## src/rtl/core/mdf_pkg.sv

```systemverilog
package mdf_pkg;

    // screen geometry defaults
    localparam int SCREEN_COLS_DEF = 128;
    localparam int SCREEN_ROWS_DEF = 64;

    // APB configuration port
    localparam int APB_ADDR_W = 5;
    localparam int APB_DATA_W = 32;

    // input command codes
    localparam logic CMD_PIXEL = 1'b0;
    localparam logic CMD_FLUSH = 1'b1;

    // fade level bounds
    localparam logic [2:0] LEVEL_MIN      = 3'd1;
    localparam logic [2:0] LEVEL_MAX      = 3'd5;
    localparam logic [2:0] LEVEL_THIN_MIN = 3'd2;
    localparam logic [2:0] LEVEL_THIN_MAX = 3'd4;

    typedef enum logic [2:0] {
        REG_DIM_LEVEL   = 3'd0,
        REG_REGION_LEFT = 3'd1,
        REG_REGION_TOP  = 3'd2,
        REG_REGION_COLS = 3'd3,
        REG_REGION_ROWS = 3'd4
    } reg_idx_t;

    typedef struct packed {
        logic [2:0] dim_level;
        logic [6:0] region_left;
        logic [5:0] region_top;
        logic [7:0] region_cols;
        logic [6:0] region_rows;
    } cfg_t;

    localparam cfg_t CFG_RESET = '{
        dim_level:   3'd4,
        region_left: 7'd0,
        region_top:  6'd0,
        region_cols: 8'd128,
        region_rows: 7'd64
    };

    // 2x2 ordered dither: bit {gy,gx} set means the pixel is a clear candidate
    function automatic logic dither_hit(input logic [2:0] level, input logic gy,
                                        input logic gx);
        logic [3:0] mask;
        case (level)
            3'd1:    mask = 4'h0;
            3'd2:    mask = 4'h1;
            3'd3:    mask = 4'h9;
            3'd4:    mask = 4'hD;
            3'd5:    mask = 4'hF;
            default: mask = 4'h0;
        endcase
        return mask[{gy, gx}];
    endfunction

    function automatic logic [1:0] count3(input logic [2:0] v);
        return {1'b0, v[0]} + {1'b0, v[1]} + {1'b0, v[2]};
    endfunction

endpackage

```

## src/rtl/core/mdf_apb_regs.sv

```systemverilog
module mdf_apb_regs (
    input  logic                              clk,
    input  logic                              rst_n,
    input  logic                              psel,
    input  logic                              penable,
    input  logic                              pwrite,
    input  logic [mdf_pkg::APB_ADDR_W-1:0]    paddr,
    input  logic [mdf_pkg::APB_DATA_W-1:0]    pwdata,
    output logic [mdf_pkg::APB_DATA_W-1:0]    prdata,
    output mdf_pkg::cfg_t                     cfg
);

    mdf_pkg::cfg_t     cfg_reg;
    mdf_pkg::cfg_t     cfg_next;
    mdf_pkg::reg_idx_t idx;
    logic              wr_en;

    assign idx   = mdf_pkg::reg_idx_t'(paddr[mdf_pkg::APB_ADDR_W-1:2]);
    assign wr_en = psel && penable && pwrite;

    always_comb
    begin
        cfg_next = cfg_reg;
        if (wr_en)
        begin
            unique case (idx)
                mdf_pkg::REG_DIM_LEVEL:   cfg_next.dim_level   = pwdata[2:0];
                mdf_pkg::REG_REGION_LEFT: cfg_next.region_left = pwdata[6:0];
                mdf_pkg::REG_REGION_TOP:  cfg_next.region_top  = pwdata[5:0];
                mdf_pkg::REG_REGION_COLS: cfg_next.region_cols = pwdata[7:0];
                mdf_pkg::REG_REGION_ROWS: cfg_next.region_rows = pwdata[6:0];
                default:                  cfg_next = cfg_reg;
            endcase
        end
    end

    always_comb
    begin
        unique case (idx)
            mdf_pkg::REG_DIM_LEVEL:   prdata = {29'd0, cfg_reg.dim_level};
            mdf_pkg::REG_REGION_LEFT: prdata = {25'd0, cfg_reg.region_left};
            mdf_pkg::REG_REGION_TOP:  prdata = {26'd0, cfg_reg.region_top};
            mdf_pkg::REG_REGION_COLS: prdata = {24'd0, cfg_reg.region_cols};
            mdf_pkg::REG_REGION_ROWS: prdata = {25'd0, cfg_reg.region_rows};
            default:                  prdata = '0;
        endcase
    end

    always_ff @(posedge clk or negedge rst_n)
    begin
        if (!rst_n)
        begin
            cfg_reg <= mdf_pkg::CFG_RESET;
        end
        else
        begin
            cfg_reg <= cfg_next;
        end
    end

    assign cfg = cfg_reg;

endmodule

```

## src/rtl/core/mdf_decide.sv

```systemverilog
module mdf_decide #(
    parameter int COL_W = $clog2(mdf_pkg::SCREEN_COLS_DEF),
    parameter int ROW_W = $clog2(mdf_pkg::SCREEN_ROWS_DEF)
) (
    input  mdf_pkg::cfg_t    cfg,
    input  logic [COL_W-1:0] col,
    input  logic [ROW_W-1:0] row,
    input  logic [2:0]       lc,
    input  logic [2:0]       cc,
    input  logic [2:0]       rc,
    output logic             pixel
);

    localparam int CX_W = ((COL_W > 8) ? COL_W : 8) + 1;
    localparam int RY_W = ((ROW_W > 7) ? ROW_W : 7) + 1;

    logic [CX_W-1:0] cx;
    logic [CX_W-1:0] cl;
    logic [CX_W-1:0] coff;
    logic [RY_W-1:0] ry;
    logic [RY_W-1:0] rt;
    logic [RY_W-1:0] roff;
    logic            in_x;
    logic            in_y;
    logic            level_ok;
    logic            level_thin;
    logic            pattern;
    logic [3:0]      total;
    logic            col0;
    logic [1:0]      cnt_a;
    logic [1:0]      cnt_b;
    logic [1:0]      cnt_d;
    logic            thin;
    logic            spared;
    logic            clear;

    always_comb
    begin
        cx   = CX_W'(col);
        cl   = CX_W'(cfg.region_left);
        coff = cx - cl;
        ry   = RY_W'(row);
        rt   = RY_W'(cfg.region_top);
        roff = ry - rt;
        in_x = (cx >= cl) && (coff < CX_W'(cfg.region_cols));
        in_y = (ry >= rt) && (roff < RY_W'(cfg.region_rows));

        level_ok   = (cfg.dim_level >= mdf_pkg::LEVEL_MIN) &&
                     (cfg.dim_level <= mdf_pkg::LEVEL_MAX);
        level_thin = (cfg.dim_level >= mdf_pkg::LEVEL_THIN_MIN) &&
                     (cfg.dim_level <= mdf_pkg::LEVEL_THIN_MAX);

        // dither phase is relative to the region origin
        pattern = mdf_pkg::dither_hit(cfg.dim_level, row[0] ^ cfg.region_top[0],
                                      col[0] ^ cfg.region_left[0]);

        total = 4'(mdf_pkg::count3(lc)) + 4'(mdf_pkg::count3(cc)) +
                4'(mdf_pkg::count3(rc));

        // left screen edge: window columns counted one place over
        col0  = (col == '0);
        cnt_a = col0 ? mdf_pkg::count3(cc) : mdf_pkg::count3(lc);
        cnt_b = col0 ? mdf_pkg::count3(rc) : mdf_pkg::count3(cc);
        cnt_d = col0 ? 2'd0 : mdf_pkg::count3(rc);
        thin  = (cnt_b >= 2'd2) && ((3'(cnt_a) + 3'(cnt_d)) <= 3'd1);

        spared = level_thin && thin && ((row[0] ^ cfg.dim_level[0]) == 1'b0);
        clear  = level_ok && in_x && in_y && pattern && (total >= 4'd2) && !spared;
        pixel  = cc[1] && !clear;
    end

endmodule

```

## src/rtl/core/mono_dither_fade_filter.sv

```systemverilog
// Ordered-dither fade for a 1-bit screen of SCREEN_COLS x SCREEN_ROWS pixels.
// Pixels (cmd = pixel) enter in raster order, one word per clock unless
// stalled; each pixel leaves faded, SCREEN_COLS + 1 input words later, tagged
// with its column, row and a frame_last flag on the final pixel. After the
// last real pixel of a frame, SCREEN_COLS + 1 more words (flush, or pixels,
// whose values are dropped) drain the frame; a flush sent before that is
// taken and ignored. A new frame starts right after the frame_last pixel.
// The block takes one word per clock unless stalled: each word but an early
// flush does one read and one write of the line memory (SCREEN_COLS x 2
// bits, holding the two previous rows per column), the read in the accept
// cycle and the write back as stage B moves on, so the rate is set by that
// single memory port pair. Stage B feeds a registered output stage that lets
// the next word in while a result waits for out_ready. No clearing pass is
// needed after reset: rows not yet written in the current frame are masked
// at the read. Fade level and region sit in APB registers at byte offsets
// 0x00..0x10 and should be written only while the block is idle.
module mono_dither_fade_filter #(
    parameter int SCREEN_COLS = mdf_pkg::SCREEN_COLS_DEF,
    parameter int SCREEN_ROWS = mdf_pkg::SCREEN_ROWS_DEF
) (
    input  logic                             clk,
    input  logic                             rst_n,

    // APB configuration
    input  logic                             psel,
    input  logic                             penable,
    input  logic                             pwrite,
    input  logic [mdf_pkg::APB_ADDR_W-1:0]   paddr,
    input  logic [mdf_pkg::APB_DATA_W-1:0]   pwdata,
    output logic [mdf_pkg::APB_DATA_W-1:0]   prdata,
    output logic                             pready,

    // pixel input
    input  logic                             in_valid,
    output logic                             in_ready,
    input  logic                             cmd,
    input  logic                             pixel_in,

    // faded output
    output logic                             out_valid,
    input  logic                             out_ready,
    output logic                             pixel_out,
    output logic [$clog2(SCREEN_COLS)-1:0]   out_col,
    output logic [$clog2(SCREEN_ROWS)-1:0]   out_row,
    output logic                             frame_last
);

    localparam int COL_W = $clog2(SCREEN_COLS);
    localparam int ROW_W = $clog2(SCREEN_ROWS);
    localparam int RIN_W = $clog2(SCREEN_ROWS + 2);   // input row runs into drain rows

    localparam logic [COL_W-1:0] COL_LAST  = COL_W'(SCREEN_COLS - 1);
    localparam logic [RIN_W-1:0] ROW_DRAIN = RIN_W'(SCREEN_ROWS);
    localparam logic [RIN_W-1:0] ROW_END   = RIN_W'(SCREEN_ROWS + 1);

    mdf_pkg::cfg_t cfg;

    assign pready = 1'b1;

    mdf_apb_regs u_regs (
        .clk     (clk),
        .rst_n   (rst_n),
        .psel    (psel),
        .penable (penable),
        .pwrite  (pwrite),
        .paddr   (paddr),
        .pwdata  (pwdata),
        .prdata  (prdata),
        .cfg     (cfg)
    );

    // ------------------------------------------------------------------
    // Stage A: accept, raster position, memory read
    // ------------------------------------------------------------------
    logic [COL_W-1:0] col_reg;
    logic [COL_W-1:0] col_next;
    logic [RIN_W-1:0] row_reg;
    logic [RIN_W-1:0] row_next;

    logic             in_fire;
    logic             drain;
    logic             a_take;       // word that does work (not an early flush)
    logic             a_pix;
    logic             col_zero;
    logic             a_emit;
    logic             a_last;
    logic             a_g1;         // row r-1 holds data of this frame
    logic             a_g0;         // row r-2 holds data of this frame
    logic [RIN_W-1:0] row_m1;
    logic [RIN_W-1:0] row_m2;
    logic [COL_W-1:0] a_ecol;
    logic [ROW_W-1:0] a_erow;

    always_comb
    begin
        in_fire  = in_valid && in_ready;
        drain    = (row_reg >= ROW_DRAIN);
        a_take   = in_fire && !((cmd == mdf_pkg::CMD_FLUSH) && !drain);
        a_pix    = !drain && pixel_in;
        col_zero = (col_reg == '0);
        // column 0 finishes the row two up; other columns emit one row up, one left
        a_emit   = col_zero ? (row_reg >= RIN_W'(2)) : (row_reg >= RIN_W'(1));
        a_last   = col_zero && (row_reg == ROW_END);
        a_g1     = (row_reg >= RIN_W'(1)) && (row_reg <= ROW_DRAIN);
        a_g0     = (row_reg >= RIN_W'(2)) && (row_reg <= ROW_END);
        row_m1   = row_reg - RIN_W'(1);
        row_m2   = row_reg - RIN_W'(2);
        a_ecol   = col_zero ? COL_LAST : (col_reg - COL_W'(1));
        a_erow   = col_zero ? row_m2[ROW_W-1:0] : row_m1[ROW_W-1:0];

        col_next = col_reg;
        row_next = row_reg;
        if (a_take)
        begin
            if (a_last)
            begin
                col_next = '0;
                row_next = '0;
            end
            else if (col_reg == COL_LAST)
            begin
                col_next = '0;
                row_next = row_reg + RIN_W'(1);
            end
            else
            begin
                col_next = col_reg + COL_W'(1);
            end
        end
    end

    // ------------------------------------------------------------------
    // Stage B: window shift, fade decision, memory write back
    // ------------------------------------------------------------------
    logic             b_valid_reg;
    logic             b_valid_next;
    logic             b_emit_reg;
    logic             b_last_reg;
    logic             b_edge_reg;
    logic             b_pix_reg;
    logic             b_g1_reg;
    logic             b_g0_reg;
    logic [COL_W-1:0] b_addr_reg;
    logic [COL_W-1:0] b_ecol_reg;
    logic [ROW_W-1:0] b_erow_reg;

    logic [8:0]       win_reg;      // three columns of three rows, newest on top
    logic [8:0]       win_next;
    logic [2:0]       newcol;
    logic [8:0]       win_shift;
    logic [2:0]       lc;
    logic [2:0]       cc;
    logic [2:0]       rc;
    logic             fade_pix;
    logic             b_go;

    // Line memory: word per column = {row r-1, row r-2}. Read and write of
    // one column are SCREEN_COLS words apart, so no forwarding; at a frame
    // wrap the stale read of column 0 is masked by the row gates.
    logic [1:0]       line_mem [SCREEN_COLS];
    logic [1:0]       line_rd_reg;

    // output stage
    logic             out_valid_reg;
    logic             out_valid_next;
    logic             pixel_out_reg;
    logic [COL_W-1:0] out_col_reg;
    logic [ROW_W-1:0] out_row_reg;
    logic             frame_last_reg;

    always_comb
    begin
        b_go     = b_valid_reg && (!b_emit_reg || !out_valid_reg || out_ready);
        in_ready = !b_valid_reg || b_go;

        newcol    = {b_pix_reg, line_rd_reg[1] & b_g1_reg, line_rd_reg[0] & b_g0_reg};
        win_shift = {newcol, win_reg[8:3]};

        if (b_edge_reg)
        begin
            // last pixel of a row: window before the shift, nothing to the right
            lc = win_reg[5:3];
            cc = win_reg[8:6];
            rc = 3'd0;
        end
        else
        begin
            // first pixel of a row: left column still holds the previous row
            lc = (b_ecol_reg == '0) ? 3'd0 : win_shift[2:0];
            cc = win_shift[5:3];
            rc = win_shift[8:6];
        end

        win_next = win_reg;
        if (b_go)
        begin
            win_next = b_last_reg ? 9'd0 : win_shift;
        end

        b_valid_next = b_valid_reg;
        if (a_take)
        begin
            b_valid_next = 1'b1;
        end
        else if (b_go)
        begin
            b_valid_next = 1'b0;
        end

        out_valid_next = out_valid_reg;
        if (b_go && b_emit_reg)
        begin
            out_valid_next = 1'b1;
        end
        else if (out_ready)
        begin
            out_valid_next = 1'b0;
        end
    end

    mdf_decide #(
        .COL_W (COL_W),
        .ROW_W (ROW_W)
    ) u_decide (
        .cfg   (cfg),
        .col   (b_ecol_reg),
        .row   (b_erow_reg),
        .lc    (lc),
        .cc    (cc),
        .rc    (rc),
        .pixel (fade_pix)
    );

    // control state
    always_ff @(posedge clk or negedge rst_n)
    begin
        if (!rst_n)
        begin
            col_reg       <= '0;
            row_reg       <= '0;
            b_valid_reg   <= 1'b0;
            win_reg       <= '0;
            out_valid_reg <= 1'b0;
        end
        else
        begin
            col_reg       <= col_next;
            row_reg       <= row_next;
            b_valid_reg   <= b_valid_next;
            win_reg       <= win_next;
            out_valid_reg <= out_valid_next;
        end
    end

    // stage B payload
    always_ff @(posedge clk)
    begin
        if (a_take)
        begin
            b_emit_reg <= a_emit;
            b_last_reg <= a_last;
            b_edge_reg <= col_zero;
            b_pix_reg  <= a_pix;
            b_g1_reg   <= a_g1;
            b_g0_reg   <= a_g0;
            b_addr_reg <= col_reg;
            b_ecol_reg <= a_ecol;
            b_erow_reg <= a_erow;
        end
    end

    // line memory, registered read
    always_ff @(posedge clk)
    begin
        if (a_take)
        begin
            line_rd_reg <= line_mem[col_reg];
        end
        if (b_go)
        begin
            line_mem[b_addr_reg] <= {b_pix_reg, line_rd_reg[1]};
        end
    end

    // output payload
    always_ff @(posedge clk)
    begin
        if (b_go && b_emit_reg)
        begin
            pixel_out_reg  <= fade_pix;
            out_col_reg    <= b_ecol_reg;
            out_row_reg    <= b_erow_reg;
            frame_last_reg <= b_last_reg;
        end
    end

    assign out_valid  = out_valid_reg;
    assign pixel_out  = pixel_out_reg;
    assign out_col    = out_col_reg;
    assign out_row    = out_row_reg;
    assign frame_last = frame_last_reg;

endmodule

```

## config.mk

```make
export PLATFORM = sky130hd
export DESIGN_NAME = mono_dither_fade_filter
export DESIGN_NICKNAME = d
export VERILOG_FILES = /design/src/rtl/core/mdf_pkg.sv /design/src/rtl/core/mdf_apb_regs.sv /design/src/rtl/core/mdf_decide.sv /design/src/rtl/core/mono_dither_fade_filter.sv
export SDC_FILE = /design/constraint.sdc
export NUM_CORES = 1
export LEC_CHECK = 0
export ABC_CLOCK_PERIOD_IN_PS = 5200
export BUFFER_PORTS_ARGS = -buffer_cell sky130_fd_sc_hd__buf_4
export CAP_MARGIN = 20
export CORE_ASPECT_RATIO = 1.25
export CORE_MARGIN = 1
export CORE_UTILIZATION = 55
export DETAILED_ROUTE_END_ITERATION = 10
export PLACE_DENSITY = 0.74
export REMOVE_ABC_BUFFERS = 1
export SYNTH_ARGS = -nofsm -noshare
export SYNTH_HDL_FRONTEND = slang
export SYNTH_SLANG_ARGS = --single-unit
```

## constraint.sdc

```tcl
create_clock -name clk -period 5.2 [get_ports clk]
set_clock_uncertainty 0.2 [all_clocks]
set_input_delay 0.26 -clock clk [delete_from_list [all_inputs] [get_ports clk]]
set_output_delay 0.26 -clock clk [all_outputs]
set_load 0.005 [all_outputs]
```

Yosys cells after proc, flatten, opt, wreduce, memory -nomap -nowiden. Memories as Yosys holds them, arrays and structs flattened. A register that Yosys moved wholly into a read port is not among the register bits. Cells that the tools add are included.

Register bits: 97. Memory bits (writable): 256. Output and inout port bits: 50. Memories: 1.

$add $sub $neg: 16. Order comparisons: 17. Equal/unequal tests: 10. Muxes and demuxes: 23. Bitwise logic cells: 6. Reductions and logical operators: 46.

Memories: line_mem (words 128, bits a word 2, read ports 1, clocked after Yosys merged registers in 1, wr ports 1, RTL line mono_dither_fade_filter.sv:160) `logic [1:0] line_mem [SCREEN_COLS];`.

Operator list (number): case mux 8 bit (5 select lines) (1); two-way mux 7 bit (4); logical AND 1 bit (24); case mux 4 bit (4 select lines) (1); adder 7 x 1 -> 7 bit (second input constant) (2); equality test 7 bit (second input constant) (2); less-or-equal comparator 7 bit (second input constant) (2); logical NOT 7 bit (2); equality test 3 x 2 -> 1 bit (second input constant) (4); AND reduction 2 bit (6); equality test 3 bit (second input constant) (3); < comparator 9 x 8 -> 1 bit (1); two-way mux 3 bit (3); two-way mux 9 bit (1); < comparator 8 x 7 -> 1 bit (1); two-way mux 1 bit (8); subtractor 7 x 7 -> 8 bit (1); greater-or-equal comparator 7 x 1 -> 1 bit (second input constant) (1); greater-or-equal comparator 7 x 2 -> 1 bit (second input constant) (1); greater-or-equal comparator 7 bit (1); greater-or-equal comparator 7 bit (second input constant) (1); logical NOT 1 bit (7); subtractor 6 x 6 -> 7 bit (1); subtractor 7 x 1 -> 7 bit (second input constant) (1); other kinds (24) (39).

Longest topological paths before layout.
Depth after elaboration: 15. Depth in mapped cells: 16.

By module. Synthesis repeated with hierarchy kept, for this count alone.

Cells, all modules: 1144. Area, all modules: 16258.1 um^2.

Modules (own cells, without submodules): mono_dither_fade_filter (times used 1, cells an instance 858, area an instance 13377.8 um^2, seq. area each 9529.1 um^2); mdf_apb_regs (times used 1, cells an instance 128, area an instance 1660.3 um^2, seq. area each 779.5 um^2); mdf_decide (times used 1, cells an instance 158, area an instance 1219.9 um^2, seq. area each 0.0 um^2).

Worst setup path before layout. OpenSTA, ideal clock, no wires.

Kind: register to register. Start point: reg line_rd_reg[1], read port of line_mem. End point: reg pixel_out_reg (netlist: pixel_out) (data pin). Library setup time: 264 ps. Data arrival time: 4459 ps. Required time: 4736 ps. Setup slack: 277 ps. Stages on the path, launching flop included: 13. Cell sequence: edfxtp_1 nand2_1 or2_2 fa_1 inv_1 ha_1 fa_1 inv_1 a2111oi_0 a21oi_1 o21ai_1 or4_1 o41a_1.

Longest elaborated chain between the ends: 14.

Ends and longest elaborated chain: start, declared (RTL line mono_dither_fade_filter.sv:161) `logic [1:0] line_rd_reg;`; bitwise AND 1 bit * (RTL line mono_dither_fade_filter.sv:176) `newcol = {b_pix_reg, line_rd_reg[1] & b_g1_reg, line_rd_reg[0] & b_g0_reg};`; two-way mux 3 bit * (RTL line mono_dither_fade_filter.sv:179) `if (b_edge_reg)`; adder 1 x 1 -> 2 bit * (RTL line mdf_pkg.sv:61) `return {1'b0, v[0]} + {1'b0, v[1]} + {1'b0, v[2]};`; adder 2 x 1 -> 2 bit * (RTL line mdf_pkg.sv:61); two-way mux 2 bit (RTL line mdf_decide.sv:64) `cnt_d = col0 ? 2'd0 : mdf_pkg::count3(rc);`; adder 2 x 2 -> 3 bit (RTL line mdf_decide.sv:65) `thin = (cnt_b >= 2'd2) && ((3'(cnt_a) + 3'(cnt_d)) <= 3'd1);`; less-or-equal comparator 3 x 1 -> 1 bit (RTL line mdf_decide.sv:65); logical AND 1 bit (RTL line mdf_decide.sv:65); logical AND 1 bit (2 in a row) (RTL line mdf_decide.sv:67) `spared = level_thin && thin && ((row[0] ^ cfg.dim_level[0]) == 1'b0);`; logical NOT 1 bit (RTL line mdf_decide.sv:68) `clear = level_ok && in_x && in_y && pattern && (total >= 4'd2) && !spared;`; logical AND 1 bit * (RTL line mdf_decide.sv:68); logical NOT 1 bit * (RTL line mdf_decide.sv:69) `pixel = cc[1] && !clear;`; logical AND 1 bit * (RTL line mdf_decide.sv:69); via fade_pix (RTL line mono_dither_fade_filter.sv:154) `logic fade_pix;`; end signal, assigned (RTL line mono_dither_fade_filter.sv:290) `pixel_out_reg <= fade_pix;`; end, declared (RTL line mono_dither_fade_filter.sv:166) `logic pixel_out_reg;`.

Mark *: on every way through the listed nets, which the timed path passes. The rest lies on a longest branch. A chain may end at the register's enable or synchronous reset.

Worst setup path in the final report.
Start point: reg b_ecol_reg[3]. End point: reg pixel_out_reg (netlist: pixel_out) (data pin).

Longest elaborated chain between the ends: 15.

Ends and longest elaborated chain: start, declared (RTL line mono_dither_fade_filter.sv:144) `logic [COL_W-1:0] b_ecol_reg;`; start signal, assigned (RTL line mono_dither_fade_filter.sv:267) `b_ecol_reg <= a_ecol;`; parallel branches: the longest is 12 deep, another holds adder 4 x 2 -> 4 bit; logical AND 1 bit * (RTL line mdf_decide.sv:68); logical NOT 1 bit * (RTL line mdf_decide.sv:69); logical AND 1 bit * (RTL line mdf_decide.sv:69); via fade_pix (RTL line mono_dither_fade_filter.sv:154).

Mark *: on every way through the listed nets, which the timed path passes.

==> metrics.txt <==
Reg2Reg Capture Point=pixel_out; Hold Startpoint=cmd; Power Dens Cells=458 mW/mm2; CP most frequent cell=inv_1; post-CTS resize count=0; fraction of layout cells with a size suffix above 1=15.4%; vias after detailed routing=9,754; fmax=211 MHz; initial antenna violation count=0; leading area contributor after synthesis=edfxtp_1; Overflow after GRT=0; clk sink count=352; Lkg Pwr=6.45 nW; Worst Reg-to-Reg Cells=16; slowest cell on the critical path=or4_1; number of flip-flops in the largest register=256; Async S/R FF share, synth=15.1%; final period utilization=91.2%; gpl congestion=0.839; Final Max Tran Viols=0; Detailed Routing Iterations Pass 1=5; CTS tree=done; Detailed Place HPWL=22,400 um; Worst-Margin Slew=1.12 ns; Std-Cell Rows=69; Worst EP arrival=4.81 ns; clock latency on the worst-skew pair=0.52 ns; Die H=194 um; H-tree levels=2; internal reg-to-reg setup slack=0.46 ns; post-layout minimum cycle time=4.74 ns; R2R Path Start=b_ecol_reg[3]; crit path max fanout=10; Worst path max stage delay=0.50 ns; Final Hold Viols=0; Root Driver=clkbuf_16; Layout area overhead=12.1%; core area=0.0287 mm2; top cell type's share of synthesized area=55.5%; CTS Buf Count=36; Final #Nets=1,325; final std cells w/o fill=1,645; CP Capture Type=flip-flop; CP Class=flip-flop to flip-flop; Final TNS setup=0 ns; I/O Pins=96; crit start category=flip-flop; unrepaired setup endpoints after global routing=false; setup ws final=0.456 ns; Ys Warns=0; die area=0.0301 mm2; Die W=155 um; Via density=5.93; Clock transition at path regs=0.06 ns; post-CTS setup buffer count=0; First DRT Iteration DRCs=801; Rel. slew slack=25.4%; number of placed instances with taps included=1,567; clock buffer depth=3; largest net degree at the start of global routing=79; crit-path cells=nor4_1 > nand2_1 > o21ai_0 > fa_1 > inv_1 > ha_1 > inv_1 > fa_1 > inv_1 > fa_1 > inv_1 > a2111oi_0 > a21oi_1 > o21ai_1 > or4_1 > o41a_1; status=complete, no violations; Post-synth EDFFs=299; Worst Path Required=5.26 ns; syn avg cell area=13.8 um2; # setup viols final=0; Seq cells post-synth=352; mapped cell area=0.0162 mm2; Synth Instances=1,172; global-route wire length before repair=53,300 um; wire per inst=21.0 um; Routed WL=34,600 um; vias in the first global route=9,859; IO Port Bufs=44; Area contributors post-synth=edfxtp_1 55%, dfrtp_1 7.7%, mux4_2 5.6%, mux2i_1 3.8%, nor2_1 3.7%; max_cap viols=0; worst hold path endpoint=row_reg[2]; DRT antenna net count=0; diode count=0; maximum vdd drop=404 uV; Synth Flop Type=edfxtp_1; DRC Markers=0; Initial Util=56.4%; Hold WC Path Type=input pin to flip-flop; register area share after synthesis=63.7%; Netlist cell types=62; Tot GR Track Use=23.5%; dpl ws=0.411 ns; WHS Path Cells=4
==> cells in the mapped netlist (6+ instances only) <==
library cell,instances
dfrtp_1,50
nor3_1,7
nand4_1,6
a21oi_1,23
a31oi_1,8
a22oi_1,21
nor2b_1,21
buf_4,32
buf_2,7
mux2_2,25
o21ai_0,34
a21o_1,9
inv_1,50
nand2_1,69
and3_1,7
nand3_1,29
xnor2_1,14
nand2b_1,12
ha_1,41
clkbuf_1,29
mux2i_1,62
mux4_2,40
nor2_1,161
o22ai_1,20
edfxtp_1,299
fa_1,8
xor2_1,6
==> worst max-delay path by stage <==
stage / startpoint / to
floorplan: col_reg[0] / b_erow_reg[5]
global placement: b_ecol_reg[3] / pixel_out
detailed placement: b_ecol_reg[3] / pixel_out
CTS: b_ecol_reg[3] / pixel_out
global route: b_ecol_reg[3] / pixel_out
finish: b_ecol_reg[3] / pixel_out
==> layout make-up <==
type / count / area [um2]
multi-input cells: 718 / 5340
inverters: 51 / 191
clock buffers: 47 / 972
clock inverters: 16 / 245
fillers: 2170 / 10500
repair buffers: 71 / 583
flip-flops and latches: 352 / 10300
well taps: 390 / 488
==> through the flow <==
| stage | power [mW] | cell area (um2) | hold slack, ns | util, % |
|---|---|---|---|---|
| after CTS | 8.36 | 18100 | 0.111 | 63.2 |
| final | 8.31 | 18100 | 0.111 | 63.2 |
| after global routing | 8.68 | 18100 | 0.147 | 63.2 |
| after global placement | 5.65 | 16700 | 0.144 | 58.4 |
| after floorplan | 5.15 | 15800 | -0.236 | - |
| after detailed placement | 5.70 | 16800 | 0.150 | 58.5 |
==> report_power, final <==
part	internal, mW	switching [mW]
clock network	1.62	1.04
logic	0.932	1.11
registers	3.32	0.291
total	5.87	2.44
==> critical path: cells and delay by family, from the launching register on <==
family | cells | cell delay, ns
flops | 1 | 0.42
simple gates | 3 | 1.23
compound gates | 5 | 0.94
fa+ha+maj | 4 | 1.45
buf+inv | 4 | 0.28
==> cell families after synthesis <==
logic type	Yosys count	share of synthesized area, %
adder cells (fa/ha/maj)	49	4.16
buffers and inverters	125	3.84
AO/OA/AOI/OAI	157	6.50
XOR/XNOR	20	1.08
other	2	0.0464
flip-flops	352	63.7
AND/OR/NAND/NOR	340	9.51
multiplexers	127	11.1
==> routing by layer <==
metal / global-route usage, % / vias to the layer above / part of all wire [%]
met1: 28.4 / 4861 / 38
met4: 9.84 / 0 / 3.7
met5: 0 / - / 0
met2: 41.5 / 372 / 52
li1: - / 4445 / -
met3: 3.73 / 76 / 6.1
==> placed cells by master (no fill, tap or decap), types with 4 or more instances in the layout <==
master / instances
nand3_1: 29
bufinv_16: 6
dfrtp_1: 48
ha_1: 41
edfxtp_1: 299
and3_1: 7
o21ai_0: 34
nor4_1: 4
inv_1: 50
o31ai_1: 4
xnor2_1: 14
o22ai_1: 20
mux2_2: 25
or2_2: 5
a21o_1: 9
nor2b_1: 21
nand4_1: 6
clkbuf_1: 8
mux2i_1: 62
dlygate4sd3_1: 14
xor2_1: 6
nor3_1: 7
nand2_1: 69
a22oi_1: 21
o41ai_1: 4
mux4_2: 40
nand2b_1: 12
conb_1: 25
nor2_1: 161
buf_4: 55
nand3b_1: 4
clkbuf_16: 36
a31oi_1: 8
and2_1: 4
fa_1: 8
a22o_1: 4
a21oi_1: 23
clkinv_2: 4
a211oi_1: 5
==> repair_timing <==
item                                    CTS  global route
hold buffers                             14             0
endpoints found under the setup margin    0             0
hold endpoints to repair                 84             0
Power figures use the tool's default switching activity.
